## config.mk

```make
export PLATFORM = sky130hd
export DESIGN_NAME = bfmm_ram
export DESIGN_NICKNAME = d
export VERILOG_FILES = /design/src/hdl/bfmm_ram.sv
export SDC_FILE = /design/constraint.sdc
export NUM_CORES = 2
export LEC_CHECK = 0
export BUFFER_PORTS_ARGS = -buffer_cell sky130_fd_sc_hd__buf_4
export CAP_MARGIN = 20
export CORE_ASPECT_RATIO = 1.75
export CORE_MARGIN = 3
export CORE_UTILIZATION = 40
export DETAILED_ROUTE_END_ITERATION = 16
export PLACE_DENSITY_LB_ADDON = 0.1
export SLEW_MARGIN = 20
export SYNTH_ARGS = -nofsm -noshare
export SYNTH_HDL_FRONTEND = slang
export SYNTH_SLANG_ARGS = --single-unit
```

## constraint.sdc

```tcl
create_clock -name clk -period 4.68 [get_ports clk]
set_input_delay 0.702 -clock clk [delete_from_list [all_inputs] [get_ports clk]]
set_output_delay 0.702 -clock clk [all_outputs]
set_load 0.1 [all_outputs]
```

## src/hdl/bfmm_ram.sv

```systemverilog
// ----------------------------------------------------------------------------
// bfmm_ram
// Generic simple dual-port RAM, one write port, one registered read port.
// ----------------------------------------------------------------------------
`timescale 1ns / 1ps

module bfmm_ram #(
    parameter int WIDTH = 8,
    parameter int DEPTH = 256
) (
    input  logic                     clk,
    input  logic                     we,
    input  logic [$clog2(DEPTH)-1:0] waddr,
    input  logic [WIDTH-1:0]         wdata,
    input  logic                     re,
    input  logic [$clog2(DEPTH)-1:0] raddr,
    output logic [WIDTH-1:0]         rdata
);

    logic [WIDTH-1:0] mem [DEPTH];

    always_ff @(posedge clk)
    begin
        if (we)
        begin
            mem[waddr] <= wdata;
        end
        if (re)
        begin
            rdata <= mem[raddr];
        end
    end

endmodule

```

# Yosys cells after proc, flatten, opt, wreduce, memory -nomap -nowiden
# Memory sizes are Yosys's and may differ from the RTL's. A register that Yosys moved wholly into a read port is not among the register bits.
# Index checks and enable logic that the tools add are counted.
# Widths: inputs -> output; s select.
# classes
mux	2
# op_table
cell	count
$mux 1	2
# word_totals
ff_bits	0
ram_bits	2048
inputBits	27
output_inout_bits	8
wordCells	3
n_memories	1
# memory_table
memory	words	word_bits	read_ports	rd_clocked_by_memory_dff	write_ports	line	rtl
mem	256	8	1	1	1	20	logic [WIDTH-1:0] mem [DEPTH];

# Depth between registers and ports, before layout
# logic_depth
depth_word	2
ltp_mapped	11
mapped_depth_nobuf	6

# Worst setup path after synthesis
# OpenSTA, ideal clock, no wires.
# synth_timing
kind	in2reg
start	input port raddr[0]
end	register rdata[2] (read register of mem) (data pin)
setup_time_ps	269
t_arrival_ps	2509
required_ps	4411
setup_slack_ps	1902
stages	9
n_path_buf	4
path_cell_list	buf_6 -> buf_12 -> buf_8 -> buf_2 -> mux4_2 -> a22oi_1 -> a21oi_1 -> nor4_1 -> nor4_2
# synth_rtl
item	line	rtl
from (decl)	16	input logic [$clog2(DEPTH)-1:0] raddr,
to (decl)	17	output logic [WIDTH-1:0] rdata

==> reports/results.ini <==
[cts]
cts_buffers = 194
ctsResizeCount = 0
cts-root-buf = clkbuf_16
cts_tree = done
cts_sinks = 2056
ctsHoldBuffers = 0
path_clk_slew_ps = 70
clock_latency_ps = 840
clockBufferDepth = 4
cts_setup_buffers = 0
htreeDepth = 4

[min_path]
hold_class = in2reg
hp-start = re

[sta]
fin_crit_sh_pct = 69.6
worst_slack_ps = 1420
final.setup.tns_ps = 0
skew_ps = 36.0
worst_slew_pin_slew_ps = 1190
max_slew_margin_pct = 20.7
finalCriticalPeriod_ps = 3260
hold_viol = 0
slew_violations = 0
setup_viol = 0
rsz0062_at_grt = false
fmax_ghz = 0.307

[logic_synthesis]
async_reset_ff_share_pct = 0
synth.top_cell.area_share_pct = 77.5
synth_seq_cells = 2056
syn_area_um2 = 79600
synth_nets = 3760
yosys.area.top_type = edfxtp_1
synth-seq-area-share_pct = 77.5
ys.flop_type = edfxtp_1
ys_top_cells_by_area = edfxtp_1, mux4_2, mux2i_1
ys_types = 54
ys_warn_count = 0
synth_edf_count = 2056
postSynthAreaPerCell_um2 = 21.3
syn-instance-count = 3733

[power]
pwr-share-seq_pct = 54.0
p_leak_uw = 0.0277
p_int_uw = 29500
p_clk_share_pct = 40.6
pwr_density_cell_nw_per_um2 = 418
peakVddDrop_v = 0.000317
power_frac_comb_pct = 5.4
p_switching_uw = 8190
switching_share_pct = 21.7

[setup_path]
max_stage_delay_ps = 840
critPathMaxFanout = 14
cp_data_arrival_time_ps = 3810
crit_end = rdata[6]$_DFFE_PP_
setup.worst_path.start_class = input port
r2r_setup_slack_ps = 1790
path_delay_family = simple AND/OR/NAND/NOR gates
path_cells = buf_4 -> buf_4 -> nor3b_2 -> o221ai_2 -> o22ai_1 -> o32ai_2 -> nor3_1 -> buf_4 -> nor4_2
critPathRequiredTime_ps = 5230
cp.depth = 9
cp_num_buf_inv = 3
path_common_cell = buf_4
crit_slowest_cell = nor3b_2
worstSetupEndpointType = flop
r2r-start = mem[234][6]$_DFFE_PP_
critPathKind = in2reg
startpoint = raddr[4]
r2r_cells = 5
r2r_end = rdata[6]$_DFFE_PP_

[routing]
drt_pre_antenna_iters = 7
vias = 38300
wl_per_cell_um = 33.7
vias_per_cell = 5.69
routed_wl_mm = 227
drc = 0
ant_nets = 0
drt-initial-drc-count = 3285

[place]
pre_cts_slack_ps = 554
dpl.hpwl_mm = 147
place.gp.congestion = 0.820
port_buffers = 34

[layout]
layout-drive-gt1-share_pct = 24.8
syn_to_final_growth_pct = 13.1
fin_nets = 3994
finish.utilization_pct = 45.5

[global_routing]
grt_pass1_wl_mm = 319
grt_pass1_vias = 40700
grt-ovfl-total = 0
grt.total_usage_pct = 22.3
grt_max_degree = 129
antenna_found_initial = 10

[die]
die-height_um = 596
die_area_um2 = 205000
core_um2 = 198000
start_util_pct = 40.3
rows = 216
io_pins = 35
fp.dieW_um = 343

[run_status]
status = complete, no violations

[run]
drv_cap = 0

-- metal layers --
layer / share of wire, % / routed length [µm] / global-route usage (%)
met5: 0.0093 / 21 / 0
met4: 3.1 / 7130 / 6.68
met3: 4.1 / 9370 / 2.93
met2: 55 / 125000 / 41.5
met1: 37 / 84800 / 26.6
-- power groups by stage --
| stage | registers [µW] | clock network (µW) | logic [µW] |
|---|---|---|---|
| after floorplan | 20800 | 0 | 986 |
| after global placement | 20700 | 0 | 2060 |
| after detailed placement | 20700 | 0 | 2080 |
| after CTS | 20300 | 15700 | 2080 |
| after global routing | 20300 | 16300 | 2140 |
| final | 20300 | 15300 | 2030 |
-- how the worst min path moves through the flow --
| stage | end | cells past startpoint | slack [ps] |
|---|---|---|---|
| after detailed placement | rdata[0]$_DFFE_PP_ | 1 | 1110 |
| after global routing | rdata[0]$_DFFE_PP_ | 1 | 220 |
| after CTS | rdata[0]$_DFFE_PP_ | 1 | 210 |
| after global placement | rdata[0]$_DFFE_PP_ | 1 | 1110 |
| final | rdata[7]$_DFFE_PP_ | 1 | 280 |
| after floorplan | mem[0][0]$_DFFE_PP_ | 0 | 800 |
-- cell type report --
| class | count | area [µm²] |
|---|---|---|
| timing repair buffer | 271 | 2500 |
| clock inverter | 104 | 896 |
| sequential | 2056 | 61700 |
| fill | 16800 | 108000 |
| antenna | 8 | 20.0 |
| inverter | 2 | 7.51 |
| tap | 2616 | 3270 |
| multi-input combinational | 1442 | 16600 |
| clock buffer | 234 | 5070 |
-- metrics by stage --
step	power (µW)	cell area [µm²]	hold slack, ps	std cells
2_1_floorplan	21800	79600	801	3733
3_3_place_gp	22800	84100	1110	6386
3_5_place_dp	22800	84100	1110	6387
4_1_cts	38100	90100	211	6725
5_1_grt	38700	90100	222	6726
6_report	37700	90100	281	6733
-- flip-flops by register name (all words and copies together), names as in the netlist --
signal / cells
mem: 2048
rdata: 8
-- placed cells by master, fill, tap and decap left out, types with 16 or more instances in the layout --
cell and count:
a21oi_1 96, o22ai_1 28, buf_4 229, o221ai_1 46, clkbuf_1 37, mux4_2 454, edfxtp_1 2056, nand2_1 32
nand3_1 25, clkinv_2 31, clkinv_1 45, a22oi_1 133, buf_12 31, nor4_1 20, nor2b_1 28, nor2_1 279
nor3_1 22, a211oi_1 16, mux2i_1 134, clkbuf_16 197
-- cells in the mapped netlist, drive strengths merged (4+ instances only) --
cell type and number:
clkbuf 111, edfxtp 2056, o32ai 5, a22oi 133, nand2b 8, a21oi 96, buf 122, nor2 282
a2111oi 5, o221ai 47, nand4 10, nand2 33, and2 6, nand3 34, a221oi 14, nor3 22
or2 4, o22a 5, o211ai 10, mux2i 134, a22o 8, o22ai 28, a211oi 16, nor4 27
o21ai 12, nor2b 31, mux4 456
-- cells by family (layout without fill, tap and decap cells) --
logic type      Yosys count  after routing  share of synthesized area, %
compound gates          385            385                          3.42
buf+inv                 235            611                          1.83
flops                  2056           2056                          77.5
mux                     591            591                          14.6
other cells               0              8                             0
simple gates            466            466                          2.63
-- worst register-to-register path: stages (launching register included) --
cell and delay, ps:
edfxtp_1 370, mux4_2 510, o311ai_0 430, o22ai_1 260, nor4_1 950, nor4_2 90
(Power assumes the default switching activity.)
