## src/hdl/bfmm_pkg.sv

```systemverilog
// ----------------------------------------------------------------------------
// bfmm_pkg
// Shared constants, types and helpers for the 3x3 box mean filter.
// ----------------------------------------------------------------------------
`timescale 1ns / 1ps

package bfmm_pkg;

    localparam int MAX_WIDTH   = 1024;
    localparam int SAMPLE_BITS = 8;

    localparam int COL_BITS   = $clog2(MAX_WIDTH);
    localparam int FW_BITS    = $clog2(MAX_WIDTH + 1);
    localparam int MAPW_BITS  = 11;
    localparam int MAPH_BITS  = 16;
    localparam int ROW_BITS   = MAPH_BITS + 1;
    localparam int SCALE_BITS = 16;
    localparam int SUM_BITS   = $clog2(9 * ((1 << SAMPLE_BITS) - 1) + 1);
    localparam int PROD_BITS  = SUM_BITS + SCALE_BITS;
    localparam int RES_BITS   = 24;

    // floor(x / 3) == (x * RECIP3) >> RECIP3_SHIFT for any x below 2^32
    localparam logic [31:0] RECIP3       = 32'hAAAA_AAAB;
    localparam int          RECIP3_SHIFT = 33;

    localparam logic [MAPW_BITS-1:0]  MAP_WIDTH_RESET    = 11'd256;
    localparam logic [MAPH_BITS-1:0]  MAP_HEIGHT_RESET   = 16'd256;
    localparam logic [SCALE_BITS-1:0] HEIGHT_SCALE_RESET = 16'd256;

    localparam logic [1:0] REG_MAP_WIDTH    = 2'd0;
    localparam logic [1:0] REG_MAP_HEIGHT   = 2'd1;
    localparam logic [1:0] REG_HEIGHT_SCALE = 2'd2;

    localparam logic [RES_BITS-1:0] MIN_INIT = {RES_BITS{1'b1}};

    typedef enum logic [1:0] {
        S_IDLE,
        S_READ,
        S_CALC
    } state_t;

    // window update and neighbor select; bit 0 of each mask is the -1 offset
    typedef struct packed {
        logic       shift;
        logic [2:0] row_mask;
        logic [2:0] col_mask;
    } win_ctrl_t;

    typedef struct packed {
        logic                start;
        logic [SUM_BITS-1:0] sum;
        logic [1:0]          sh;
        logic [1:0]          threes;
    } div_req_t;

    function automatic logic [FW_BITS-1:0] clamp_width(input logic [MAPW_BITS-1:0] w);
        logic [FW_BITS-1:0] r;
        if (w == '0)
            r = FW_BITS'(1);
        else if (32'(w) > MAX_WIDTH)
            r = FW_BITS'(MAX_WIDTH);
        else
            r = FW_BITS'(w);
        return r;
    endfunction

endpackage

```

## src/hdl/bfmm_div.sv

```systemverilog
// ----------------------------------------------------------------------------
// bfmm_div
// Scale multiply and division by count = 2^a * 3^b; the /3 passes reuse one
// reciprocal multiplier, one pass per cycle.
// ----------------------------------------------------------------------------
`timescale 1ns / 1ps

module bfmm_div
    import bfmm_pkg::*;
(
    input  logic                  clk,
    input  logic                  rst_n,
    input  div_req_t              req,
    input  logic [SCALE_BITS-1:0] scale,
    output logic                  done,
    output logic [RES_BITS-1:0]   result
);

    logic [PROD_BITS-1:0]    prod_reg;
    logic [1:0]              cnt_reg;
    logic [PROD_BITS-1:0]    scaled;
    logic [PROD_BITS+31:0]   recip_mul;
    logic [PROD_BITS-1:0]    third;

    assign scaled    = (PROD_BITS'(req.sum) * PROD_BITS'(scale)) >> req.sh;
    assign recip_mul = (PROD_BITS + 32)'(prod_reg) * (PROD_BITS + 32)'(RECIP3);
    assign third     = PROD_BITS'(recip_mul >> RECIP3_SHIFT);

    always_ff @(posedge clk or negedge rst_n)
    begin
        if (!rst_n)
        begin
            cnt_reg <= '0;
        end
        else if (req.start)
        begin
            cnt_reg <= req.threes;
        end
        else if (cnt_reg != '0)
        begin
            cnt_reg <= cnt_reg - 2'd1;
        end
    end

    always_ff @(posedge clk)
    begin
        if (req.start)
        begin
            prod_reg <= scaled;
        end
        else if (cnt_reg != '0)
        begin
            prod_reg <= third;
        end
    end

    assign done   = (cnt_reg == '0);
    assign result = prod_reg[RES_BITS-1:0];

endmodule

```

## config.mk

```make
export PLATFORM = sky130hd
export DESIGN_NAME = bfmm_div
export DESIGN_NICKNAME = d
export VERILOG_FILES = /design/src/hdl/bfmm_pkg.sv /design/src/hdl/bfmm_div.sv
export SDC_FILE = /design/constraint.sdc
export NUM_CORES = 1
export LEC_CHECK = 0
export ABC_AREA = 0
export ABC_CLOCK_PERIOD_IN_PS = 6800
export BUFFER_PORTS_ARGS = -buffer_cell sky130_fd_sc_hd__buf_4
export CAP_MARGIN = 20
export CELL_PAD_IN_SITES_DETAIL_PLACEMENT = 0
export CELL_PAD_IN_SITES_GLOBAL_PLACEMENT = 1
export CORE_MARGIN = 2
export CORE_UTILIZATION = 47
export CTS_CLUSTER_DIAMETER = 40
export DETAILED_ROUTE_END_ITERATION = 10
export PLACE_DENSITY = 0.85
export SETUP_SLACK_MARGIN = 0.02
export SLEW_MARGIN = 20
export SYNTH_ARGS = -nofsm -noshare
export SYNTH_HDL_FRONTEND = slang
export SYNTH_SLANG_ARGS = --single-unit
export TNS_END_PERCENT = 100
```

## constraint.sdc

```tcl
create_clock -name clk -period 6.8 [get_ports clk]
set_input_delay 2.04 -clock clk [delete_from_list [all_inputs] [get_ports clk]]
set_output_delay 2.04 -clock clk [all_outputs]
set_load 0.02 [all_outputs]
```

-- After elaboration in Yosys (flattened, before gate mapping)
Index checks and enable logic that the tools add are counted.
- add/sub/neg operators: 1
- multiply operators: 2
- shifts and indexed selects: 1
- muxes and demuxes: 4
- reductions and logical operators: 3
- operators by type and width (cell ; count):
    $mul 28x32->60 const B ; 1
    $mux 28 ; 2
    $mul 12x16->28 ; 1
    $shr 28x2->28 ; 1
    $mux 2 ; 2
    $reduce_bool 2->1 ; 2
    $logic_not 2->1 ; 1
    $sub 2x1->2 const B ; 1
- register bits: 30
- input bits: 35
- output and inout port bits: 25
- logic and storage cells: 13

-- Logic depth before layout (Yosys ltp)
- depth in word-level cells: 3
- gate-level depth with buffers: 24
- mapped depth without buffers: 23

-- Worst setup path before layout
Ideal clock, no wire load.
- path kind: input-to-reg
- start: input req[7] (netlist bit)
- end: register prod_reg[22], data pin
- setup time: 0.260 ns
- arrival: 7.041 ns
- data required time: 6.540 ns
- slack: -0.501 ns
- cell stages on the path: 20
- buffers on the path: 1
- cell sequence: clkbuf_1 > nand2_1 > fa_1 > inv_1 > fa_1 > fa_1 > inv_1 > fa_1 > fa_1 > inv_1 > ha_1 > nand2_1 > nor2_1 > a211oi_1 > nand3_1 > o21a_1 > a311oi_1 > o22ai_1 > mux2_2 > mux2_4
- word-level cells in the longest chain between the ends: 3
- RTL lines (what ; RTL line ; text):
    start: declaration ; bfmm_div.sv:13 ; input div_req_t req,
    $mul 12x16->28 ; bfmm_div.sv:25 ; assign scaled = (PROD_BITS'(req.sum) * PROD_BITS'(scale)) >> req.sh;
    $shr 28x2->28 ; bfmm_div.sv:25 ;
    $mux 28 ; bfmm_div.sv:47 ; if (req.start)
    end signal: assignment ; bfmm_div.sv:49 ; prod_reg <= scaled;
    end signal: assignment ; bfmm_div.sv:53 ; prod_reg <= third;
    end: declaration ; bfmm_div.sv:19 ; logic [PROD_BITS-1:0] prod_reg;
No other way between the ends.
A chain may end at the register's enable or synchronous reset.

-- Final worst setup path
- start: input scale[6]
- end: register prod_reg[22], data pin
- word-level cells in the longest chain between the ends: 3
- RTL lines (what ; RTL line ; text):
    start: declaration ; bfmm_div.sv:14 ; input logic [SCALE_BITS-1:0] scale,
    $mul 12x16->28 ; bfmm_div.sv:25 ;
    $shr 28x2->28 ; bfmm_div.sv:25 ;
    $mux 28 ; bfmm_div.sv:47 ;
No other way between the ends.

==> flow_summary.yaml <==
run_status:
  status: "finished with violations"
  violations: "negative setup slack"
finish:
  multi_input_area_um2: 15700
  num-nets-final: 2893
  largest_register_ffs: 28
  final_layout_size_suffix_gt1_share_pct: 22.3
  seq_area_um2: 891
  fill_cells: 3155
  area_growth_pct: 21.8
cts:
  clkTransAtPathRegs_ns: 0.05
  cts_buffers: 5
  clockBufferDepth: 2
  htreeDepth: 2
  clk_latency_ns: 0.28
  cts_tree: "yes"
  hold_buffers: 0
  cts-root-buf: "clkbuf_16"
  clock_sinks: 30
route:
  viasPerCell: 5.08
  drc: 0
  drt_iter0_drc: 583
  routed-via-count: 13900
  wl_per_cell_um: 16.1
  wirelength_um: 43900
  ant_nets: 0
  drt_pass1_iterations: 5
global_routing:
  grt_pass1_vias: 15400
  antenna_found_initial: 1
  grt_pass1_wl_um: 73800
  track_usage_pct: 23.1
  grt_overflow_total: 0
  grt_max_degree: 41
critical_path:
  r2r_end: "prod_reg[13]$_DFFE_PP_"
  worst_path_largest_cell_delay_ns: 0.55
  start_kind: "input port"
  critPathKind: "in2reg"
  regToRegSetupSlack_ns: 0.08
  cp_slowest_cell: "fa_1"
  path_cells: "buf_6, and2_4, fa_1, inv_2, fa_1, inv_2, fa_1, inv_1, fa_1, inv_2, fa_1, ha_4, and3_4, a21boi_4, nand3_4, nand3_4, nand2_4, xnor2_2, mux2_4, mux2_4, mux2_4"
  crit_arrival_ns: 7.02
  cp-end-kind: "flop"
  r2r-start: "prod_reg[22]$_DFFE_PP_"
  crit_cells: 21
  crit_fanout: 4
  cp_common_cell: "fa_1"
  crit_start: "scale[6]"
  required_ns: 6.83
  cp.buffers_inverters: 5
  crit_end: "prod_reg[22]$_DFFE_PP_"
  crit_family: "adder cells"
  reg2reg_depth: 23
synthesis:
  synth.yosys.seq_area_share_pct: 4.94
  synth_edf_count: 28
  synth.ff_latch_count: 30
  yosys.area.top_type_share_pct: 38.9
  postSynthAreaPerCell_um2: 9.25
  yosys-top-cells-area: "fa_1 39%, ha_1 20%, inv_1 11%, edfxtp_1 4.7%, nand2_1 3.6%"
  yosysTopAreaCell: "fa_1"
  ys.warnings.count: 0
  syn_inst: 1950
  synth_area_um2: 18000
  ys.flop_type: "edfxtp_1"
  syn-num-nets: 2629
  ys_types: 71
  async_reset_ff_share_pct: 6.67
sta:
  finalClockSkew_ns: 0.00696
  finalCritPeriodShare_pct: 103
  fmax_mhz: 143
  period_needed_ns: 6.98
  hold_viol_final: 0
  setup_viol: 8
  worstMarginPinSlew_ns: 0.928
  maxSlewHeadroom_pct: 38.0
  slew_violations: 0
  setup_slack_ns: -0.183
  finalSetupTns_ns: -0.641
  rsz0062_at_grt: "yes"
die:
  die_h_um: 200
  ioPinCount: 60
  rows: 71
  coreArea_um2: 37800
  fp.dieArea_um2: 39900
  die_w_um: 200
  initial_core_util_pct: 47.8
placement:
  place_congestion: 0.917
  pre_cts_ws_ns: -0.576
  portBuffers: 59
  place_hpwl_um: 38500
worst_hold_path:
  hp-start: "cnt_reg[0]$_DFFE_PN0P_"
  whs_path_depth: 2
  worstHoldPathType: "reg2reg"
run:
  cap_violations: 0
## through the flow
step,util [%],hold WS (ns),instances,instance area [um^2]
2_1_floorplan,-,0.549,1950,18200
3_5_place_dp,54.6,0.590,2675,20600
6_report,58.2,0.596,2727,22000
5_1_grt,58.2,0.674,2726,22000
3_3_place_gp,54.6,0.569,2675,20600
4_1_cts,56.0,0.606,2691,21200
## worst min path at each step
stage | to | slack, ns
CTS | cnt_reg[0]$_DFFE_PN0P_ | 0.61
global placement | cnt_reg[0]$_DFFE_PN0P_ | 0.57
floorplan | cnt_reg[0]$_DFFE_PN0P_ | 0.55
finish | cnt_reg[0]$_DFFE_PN0P_ | 0.60
global route | cnt_reg[0]$_DFFE_PN0P_ | 0.67
detailed placement | cnt_reg[0]$_DFFE_PN0P_ | 0.59
## cells in the mapped netlist (all sizes together) (5+ instances only)
| master | number |
|---|---|
| inv | 511 |
| fa | 350 |
| ha | 294 |
| nand2 | 172 |
| a21oi | 71 |
| and2 | 71 |
| o21ai | 44 |
| clkbuf | 41 |
| nor2 | 39 |
| buf | 30 |
| a21o | 29 |
| edfxtp | 28 |
| xnor2 | 25 |
| xor2 | 23 |
| nand3 | 22 |
| a31oi | 18 |
| mux2i | 16 |
| nor3 | 16 |
| o211ai | 15 |
| and3 | 11 |
| nand4 | 11 |
| mux2 | 9 |
| a211oi | 8 |
| o21a | 8 |
| a21boi | 6 |
| a211o | 5 |
| mux4 | 5 |
| nand3b | 5 |
| nor2b | 5 |
| o21bai | 5 |
## timing repair
| action | in CTS | in global routing |
|---|---|---|
| endpoints found under the setup margin | 17 | 24 |
| gates cloned | 0 | 2 |
| pin swaps | 40 | 71 |
| setup buffers | 8 | 35 |
| gates resized for setup | 79 | 126 |
## cell type report
type                       instances  area share [%]
antenna                            1          0.0114
clock buffer                       7           0.649
clock inverter                     1          0.0228
inverter                         512            8.77
multi-input combinational       1337            71.3
sequential                        30            4.06
tap                              511            2.91
timing repair buffer             328            12.3
## metal layers
metal	vias up	track usage, %	part of all wire (%)
met3	81	1.16	2.2
li1	6651	-	-
met2	242	43.2	52
met4	0	6.72	2.8
met5	-	0	0
met1	6883	28.7	43
## worst reg2reg max path: cells and delay by family (launching register included)
kind / cells / cell delay, ns
AO/OA/AOI/OAI: 5 / 1.12
AND/OR/NAND/NOR: 2 / 0.57
buffers and inverters: 8 / 0.63
adder cells (fa/ha/maj): 8 / 3.68
flip-flops: 1 / 0.47
## kinds of logic after synthesis
kind of cell	count (synthesis)	synth area share (%)
DFF	30	4.94
xor gates and xnor gates	48	2.33
adders and majority gates	644	59.3
buffers and inverters	583	12.6
muxes	30	2.10
and+or+nand+nor	366	9.65
AOI/OAI and AO/OA	249	9.08
## cells in the final DEF (no fill, tap or decap), types with 5 or more instances in the layout
master     synthesis  final
o21ai_1            3      9
clkbuf_16          0      7
mux2i_1           16     15
and3_1            11      9
fa_1             350    339
o21bai_1           5      5
and2_1            71     61
nor2_1            39     35
ha_1             294    273
buf_6              0     19
a211o_1            5      5
mux4_2             5      5
xnor2_2            0      6
nand3b_1           5      5
o211ai_1          14     14
mux2_2             8      5
a21oi_1           69     54
xnor2_1           25     19
xor2_1            23     22
and2_4             0     10
a21oi_2            2     14
edfxtp_1          28     28
nor3_1            16     15
inv_2              0     20
a31oi_1           18     16
o21ai_0           41     28
ha_4               0     18
fa_2               0     11
buf_4             24    291
nand3_1           22     18
nand2_1          171    159
buf_8              0     13
nand4_1           11     11
inv_1            511    490
o21a_1             8      8
a21o_1            29     29
nand2_2            1      9
Power is left out: the tool's default activity adds up to more than one toggle a clock period on the data nets, which glitch-free logic cannot reach.
