### config.mk
export PLATFORM = sky130hd
export DESIGN_NAME = bfmm_window
export DESIGN_NICKNAME = d
export VERILOG_FILES = /design/src/hdl/bfmm_pkg.sv /design/src/hdl/bfmm_window.sv
export SDC_FILE = /design/constraint.sdc
export NUM_CORES = 1
export LEC_CHECK = 0
export BUFFER_PORTS_ARGS = -buffer_cell sky130_fd_sc_hd__buf_4
export CAP_MARGIN = 20
export CORE_MARGIN = 3
export CORE_UTILIZATION = 55
export DETAILED_ROUTE_END_ITERATION = 8
export PLACE_DENSITY = 0.75
export SLEW_MARGIN = 40
export SYNTH_ARGS = -nofsm -noshare
export SYNTH_HDL_FRONTEND = slang
export SYNTH_SLANG_ARGS = --single-unit
### constraint.sdc
create_clock -name clk -period 8.97 [get_ports clk]
set_input_delay 1.794 -clock clk [delete_from_list [all_inputs] [get_ports clk]]
set_output_delay 1.794 -clock clk [all_outputs]
set_load 0.05 [all_outputs]
### src/hdl/bfmm_pkg.sv
// ----------------------------------------------------------------------------
// bfmm_pkg
// Shared constants, types and helpers for the 3x3 box mean filter.
// ----------------------------------------------------------------------------
`timescale 1ns / 1ps

package bfmm_pkg;

    localparam int MAX_WIDTH   = 1024;
    localparam int SAMPLE_BITS = 8;

    localparam int COL_BITS   = $clog2(MAX_WIDTH);
    localparam int FW_BITS    = $clog2(MAX_WIDTH + 1);
    localparam int MAPW_BITS  = 11;
    localparam int MAPH_BITS  = 16;
    localparam int ROW_BITS   = MAPH_BITS + 1;
    localparam int SCALE_BITS = 16;
    localparam int SUM_BITS   = $clog2(9 * ((1 << SAMPLE_BITS) - 1) + 1);
    localparam int PROD_BITS  = SUM_BITS + SCALE_BITS;
    localparam int RES_BITS   = 24;

    // floor(x / 3) == (x * RECIP3) >> RECIP3_SHIFT for any x below 2^32
    localparam logic [31:0] RECIP3       = 32'hAAAA_AAAB;
    localparam int          RECIP3_SHIFT = 33;

    localparam logic [MAPW_BITS-1:0]  MAP_WIDTH_RESET    = 11'd256;
    localparam logic [MAPH_BITS-1:0]  MAP_HEIGHT_RESET   = 16'd256;
    localparam logic [SCALE_BITS-1:0] HEIGHT_SCALE_RESET = 16'd256;

    localparam logic [1:0] REG_MAP_WIDTH    = 2'd0;
    localparam logic [1:0] REG_MAP_HEIGHT   = 2'd1;
    localparam logic [1:0] REG_HEIGHT_SCALE = 2'd2;

    localparam logic [RES_BITS-1:0] MIN_INIT = {RES_BITS{1'b1}};

    typedef enum logic [1:0] {
        S_IDLE,
        S_READ,
        S_CALC
    } state_t;

    // window update and neighbor select; bit 0 of each mask is the -1 offset
    typedef struct packed {
        logic       shift;
        logic [2:0] row_mask;
        logic [2:0] col_mask;
    } win_ctrl_t;

    typedef struct packed {
        logic                start;
        logic [SUM_BITS-1:0] sum;
        logic [1:0]          sh;
        logic [1:0]          threes;
    } div_req_t;

    function automatic logic [FW_BITS-1:0] clamp_width(input logic [MAPW_BITS-1:0] w);
        logic [FW_BITS-1:0] r;
        if (w == '0)
            r = FW_BITS'(1);
        else if (32'(w) > MAX_WIDTH)
            r = FW_BITS'(MAX_WIDTH);
        else
            r = FW_BITS'(w);
        return r;
    endfunction

endpackage

### src/hdl/bfmm_window.sv
// ----------------------------------------------------------------------------
// bfmm_window
// Two stored window columns plus the incoming column; masked 3x3 sum.
// ----------------------------------------------------------------------------
`timescale 1ns / 1ps

module bfmm_window
    import bfmm_pkg::*;
(
    input  logic                   clk,
    input  logic                   rst_n,
    input  win_ctrl_t              ctrl,
    input  logic [SAMPLE_BITS-1:0] new_top,
    input  logic [SAMPLE_BITS-1:0] new_mid,
    input  logic [SAMPLE_BITS-1:0] new_bot,
    output logic [SUM_BITS-1:0]    sum
);

    // win_reg[row][0] is the older column, [1] the newer one
    logic [SAMPLE_BITS-1:0] win_reg [3][2];
    logic [SAMPLE_BITS-1:0] new_col [3];
    logic [SUM_BITS-1:0]    row_sum [3];

    assign new_col[0] = new_top;
    assign new_col[1] = new_mid;
    assign new_col[2] = new_bot;

    always_ff @(posedge clk or negedge rst_n)
    begin
        if (!rst_n)
        begin
            for (int i = 0; i < 3; i++)
            begin
                win_reg[i][0] <= '0;
                win_reg[i][1] <= '0;
            end
        end
        else if (ctrl.shift)
        begin
            for (int i = 0; i < 3; i++)
            begin
                win_reg[i][0] <= win_reg[i][1];
                win_reg[i][1] <= new_col[i];
            end
        end
    end

    always_comb
    begin
        for (int i = 0; i < 3; i++)
        begin
            row_sum[i] = (ctrl.col_mask[0] ? SUM_BITS'(win_reg[i][0]) : '0)
                       + (ctrl.col_mask[1] ? SUM_BITS'(win_reg[i][1]) : '0)
                       + (ctrl.col_mask[2] ? SUM_BITS'(new_col[i])    : '0);
        end
        sum = (ctrl.row_mask[0] ? row_sum[0] : '0)
            + (ctrl.row_mask[1] ? row_sum[1] : '0)
            + (ctrl.row_mask[2] ? row_sum[2] : '0);
    end

endmodule

; ---- Yosys cells after proc, flatten, opt, wreduce, memory -nomap -nowiden
; Index checks and enable logic that the tools add are counted.
[op_classes]
n_addsub = 8
n_mux = 12
[op_table]
columns = operator, count
row1 = 8-bit 2-to-1 mux, 9
row2 = 9-bit by 8-bit adder with 10-bit output, 3
row3 = 10-bit 2-to-1 mux, 3
row4 = 8-bit by 8-bit adder with 9-bit output, 3
row5 = 11-bit by 10-bit adder with 12-bit output, 1
row6 = 10-bit by 10-bit adder with 11-bit output, 1
[word_totals]
regBits = 48
inputBits = 33
output_inout_bits = 12
elab_cells = 26

; ---- Longest topological paths before layout
[logic_depth]
ltp_word = 6
ltp_mapped = 21
ltp_nobuf = 20

; ---- Least setup slack after synthesis
; Ideal clock, no wire load.
[synth_timing]
path_type = input -> output
from = input port ctrl[0] (netlist name)
to = output port sum[11]
t_arrival_ns = 6.869
t_required_ns = 7.176
setup_slack_ns = 0.307
cell_stages = 20
path_buffers = 1
path_cell_list = clkbuf_1 -> nand2_1 -> fa_1 -> inv_1 -> ha_1 -> a21o_1 -> a21o_2 -> a21oi_1 -> nor3_1 -> or3_1 -> ha_1 -> a2111oi_0 -> nor3_1 -> xor2_1 -> ha_1 -> and4_1 -> nand2_1 -> o21bai_1 -> nand3_1 -> a21boi_0
[synth_via]
elab_chain_cells = 6
word_cells_on_any_way = 14
classes_between = add/sub (8) / mux (6)
[synth_rtl]
columns = item, line
row1 = start: declaration, bfmm_window.sv:12  ; input win_ctrl_t ctrl,
row2 = 8-bit 2-to-1 mux, bfmm_window.sv:52  ; row_sum[i] = (ctrl.col_mask[0] ? SUM_BITS'(win_reg[i][0]) : '0)
row3 = 8-bit by 8-bit adder with 9-bit output, bfmm_window.sv:53  ; + (ctrl.col_mask[1] ? SUM_BITS'(win_reg[i][1]) : '0)
row4 = 9-bit by 8-bit adder with 10-bit output, bfmm_window.sv:54  ; + (ctrl.col_mask[2] ? SUM_BITS'(new_col[i]) : '0);
row5 = "10-bit 2-to-1 mux, on equally long branches", "bfmm_window.sv:56, bfmm_window.sv:57"
row6 = 10-bit by 10-bit adder with 11-bit output, bfmm_window.sv:57  ; + (ctrl.row_mask[1] ? row_sum[1] : '0)
row7 = 11-bit by 10-bit adder with 12-bit output *, bfmm_window.sv:58  ; + (ctrl.row_mask[2] ? row_sum[2] : '0);
row8 = end: declaration, bfmm_window.sv:16  ; output logic [SUM_BITS-1:0] sum
; Every way passes the cells marked *; elsewhere a longest branch is shown, timed or not.

; ---- Final worst setup path
; Ends and elaborated chain as after synthesis.

==> impl_metrics.env <==
export IMPL_status="completed"
export IMPL_insertion_delay_ns=0.30
export IMPL_first_global_vias=3722
export IMPL_switchingPower_w=0.000585
export IMPL_worst_pin_slew_ns=0.598
export IMPL_drt_iter0_drc=175
export IMPL_switching_share_pct=47.8
export IMPL_netlist_instances=510
export IMPL_gp_congestion=0.868
export IMPL_p_leak_nw=2.56
export IMPL_cts_repair_resized=0
export IMPL_synth_ff_type="dfrtp_1"
export IMPL_dieWidth_um=98.6
export IMPL_die_area_um2=9730
export IMPL_finalNonFillerCells=653
export IMPL_end_kind="output pin"
export IMPL_drt_wl_total_um=9800
export IMPL_drtPass1Iterations=4
export IMPL_min_period_over_period_pct=92.9
export IMPL_postLayoutCoreUtil_pct=63.3
export IMPL_start_util_pct=57.1
export IMPL_cp_start_kind="input pin"
export IMPL_hpwl_um=7670
export IMPL_yosysMostFrequentCell="nand2_1"
export IMPL_grt_pass1_wl_um=16800
export IMPL_crit_chain="buf_4 > nand2_1 > fa_1 > inv_1 > ha_1 > a21o_1 > a21o_2 > a21oi_1 > nor3_1 > or3_1 > ha_1 > a2111oi_0 > nor3_1 > xor2_1 > ha_1 > and4_1 > nand2_1 > o21bai_1 > nand3_1 > a21boi_0 > buf_4"
export IMPL_ys_seq_elements=48
export IMPL_post_place_cells=645
export IMPL_min_period_ns=8.33
export IMPL_irDropWorstVdd_mv=0.204
export IMPL_grt_usage_pct=20.7
export IMPL_comb_power_share_pct=66.1
export IMPL_fin_tns_setup_ns=0
export IMPL_max_slew_margin_pct=60.1
export IMPL_yosys_top_cells_count="nand2_1 (78), inv_1 (55), dfrtp_1 (48), mux2_2 (48), ha_1 (41)"
export IMPL_drive_above_1_share_pct=20.3
export IMPL_dpl_worst_slack_ns=0.697
export IMPL_rows=33
export IMPL_required_ns=7.18
export IMPL_finClkSkew_ns=0.00846
export IMPL_cts_hold_buf=0
export IMPL_finalPower_w=0.00122
export IMPL_synthTopCellsByArea="dfrtp_1 (25%), fa_1 (12%), mux2_2 (11%)"
export IMPL_clock_path_buffers=2
export IMPL_portBuffers=44
export IMPL_coreArea_um2=8260
export IMPL_die_y_um=98.6
export IMPL_crit_fanout=24
export IMPL_yosysTopAreaCell="dfrtp_1"
export IMPL_avgSynthCellArea_um2=9.25
export IMPL_p_clk_share_pct=12.7
export IMPL_wl_per_cell_um=15.0
export IMPL_area_growth_pct=10.9
export IMPL_rsz0062_at_grt="false"
export IMPL_slowest_delay_ns=0.60
export IMPL_power_density_nw_per_um2=234
export IMPL_critPathArrivalTime_ns=6.54
export IMPL_cellInternalPower_w=0.000638
export IMPL_ioPinCount=45
export IMPL_postCtsSetupBuffers=0
export IMPL_setup_slack_ns=0.639
export IMPL_drv_slew=0
export IMPL_viasPerCell=5.66
export IMPL_setup_violations=0
export IMPL_grt_max_degree=49
export IMPL_yosysWarnings=0
export IMPL_nFillCells=707
export IMPL_cts_sinks=48
export IMPL_grt_ovfl_total=0
export IMPL_syn_nets=613
export IMPL_yosysUniqueCellTypes=52
export IMPL_synth_top_area_share_pct=25.5
export IMPL_critical_path_top_delay_family="adder cells"
export IMPL_synth_area_um2=4720
export IMPL_vias=3695
export IMPL_cts_htree_levels=2
export IMPL_cap_viol_max_count=0
export IMPL_hold_path_class="reg2reg"
export IMPL_critical_path_class="in2out"
export IMPL_largest_register_ffs=48
export IMPL_antenna_found_initial=0
export IMPL_diodes=0
export IMPL_fmax_mhz=120
export IMPL_tritoncts="done"
export IMPL_async_reset_ff_share_pct=100
export IMPL_cts_root_buf="clkbuf_8"
export IMPL_cts_buffers=5
export IMPL_synth_edff_count=0
export IMPL_crit_slowest_cell="fa_1"
export IMPL_route_detailed_drc=0
export IMPL_ant_nets=0
export IMPL_fin_nets=650
export IMPL_clk_pin_slew_ns=0.09
export IMPL_ys_seq_area_share_pct=25.5
export IMPL_crit_path_frequent_cell="ha_1"
export IMPL_hold_viol_final=0
export IMPL_pwr_share_seq_pct=21.2
export IMPL_path_buf_inv=3
placed cells by master, fill, tap and decap left out, types with 5 or more instances in the layout:
| cell | instances |
|---|---|
| nand2_1 | 78 |
| inv_1 | 55 |
| mux2_2 | 48 |
| dfrtp_1 | 48 |
| buf_4 | 44 |
| ha_1 | 41 |
| fa_1 | 29 |
| a21oi_1 | 24 |
| and2_1 | 19 |
| nor2_1 | 14 |
| xnor2_1 | 13 |
| o21ai_0 | 12 |
| nor3_1 | 11 |
| nor2b_1 | 10 |
| o21a_1 | 8 |
| a21o_1 | 7 |
| nand3_1 | 6 |
| or4_1 | 5 |
| clkbuf_8 | 5 |
metrics by stage:
| step | cell area (µm²) | hold slack [ns] |
|---|---|---|
| finish | 5230 | 0.508 |
| global route | 5230 | 0.520 |
| CTS | 5230 | 0.510 |
| detailed placement | 5120 | 0.489 |
| global placement | 5120 | 0.482 |
| floorplan | 4720 | 0.472 |
power groups by stage:
stage	Combinational [W]	Sequential (W)	Clock (W)
after CTS	0.000811	0.000259	0.000161
after detailed placement	0.000805	0.000263	0
final	0.000808	0.000259	0.000156
after global routing	0.000881	0.000262	0.000168
after global placement	0.000788	0.000261	0
after floorplan	0.000612	0.000258	0
path summary, 6_finish.rpt:
kind / slack (ns) / from / cells after the start / to
worst max-delay path: 0.64 / ctrl[0] / 21 / sum[11]
worst min-delay path: 0.51 / win_reg[15]$_DFFE_PN0P_ / 1 / win_reg[15]$_DFFE_PN0P_
worst max register to register: 8.16 / win_reg[23]$_DFFE_PN0P_ / 1 / win_reg[31]$_DFFE_PN0P_
worst min register to register: 0.51 / win_reg[15]$_DFFE_PN0P_ / 1 / win_reg[15]$_DFFE_PN0P_
max in group asynchronous: 7.06 / rst_n / 1 / win_reg[14]$_DFFE_PN0P_
min in group asynchronous: 1.50 / rst_n / 1 / win_reg[30]$_DFFE_PN0P_
cell families after synthesis:
| family | after synthesis | share of synthesized area (%) |
|---|---|---|
| AOI/OAI and AO/OA | 79 | 11.1 |
| xor gates and xnor gates | 17 | 3.16 |
| adders and majority gates | 70 | 23.2 |
| buffers and inverters | 69 | 5.57 |
| DFF | 48 | 25.5 |
| muxes | 51 | 12.1 |
| and+or+nand+nor | 176 | 19.5 |
layer usage:
metal / part of all wire [%] / routed length (µm) / GRT usage [%] / up-vias
met2: 47 / 4650 / 34.6 / 86
met5: 0 / 0 / 0 / -
li1: - / - / - / 1815
met4: 0.80 / 78 / 4.20 / 0
met1: 47 / 4620 / 29.5 / 1789
met3: 4.6 / 450 / 2.12 / 5
final cells by class:
| class | count | area, µm² | area share, % |
|---|---|---|---|
| Clock buffer | 6 | 72.6 | 1.39 |
| Clock inverter | 2 | 35.0 | 0.670 |
| Inverter | 55 | 206 | 3.95 |
| Multi-Input combinational cell | 393 | 3250 | 62.2 |
| Sequential cell | 48 | 1200 | 23.0 |
| Tap cell | 105 | 131 | 2.51 |
| Timing Repair Buffer | 44 | 330 | 6.31 |
No activity file was read; power rests on OpenSTA's default activity.
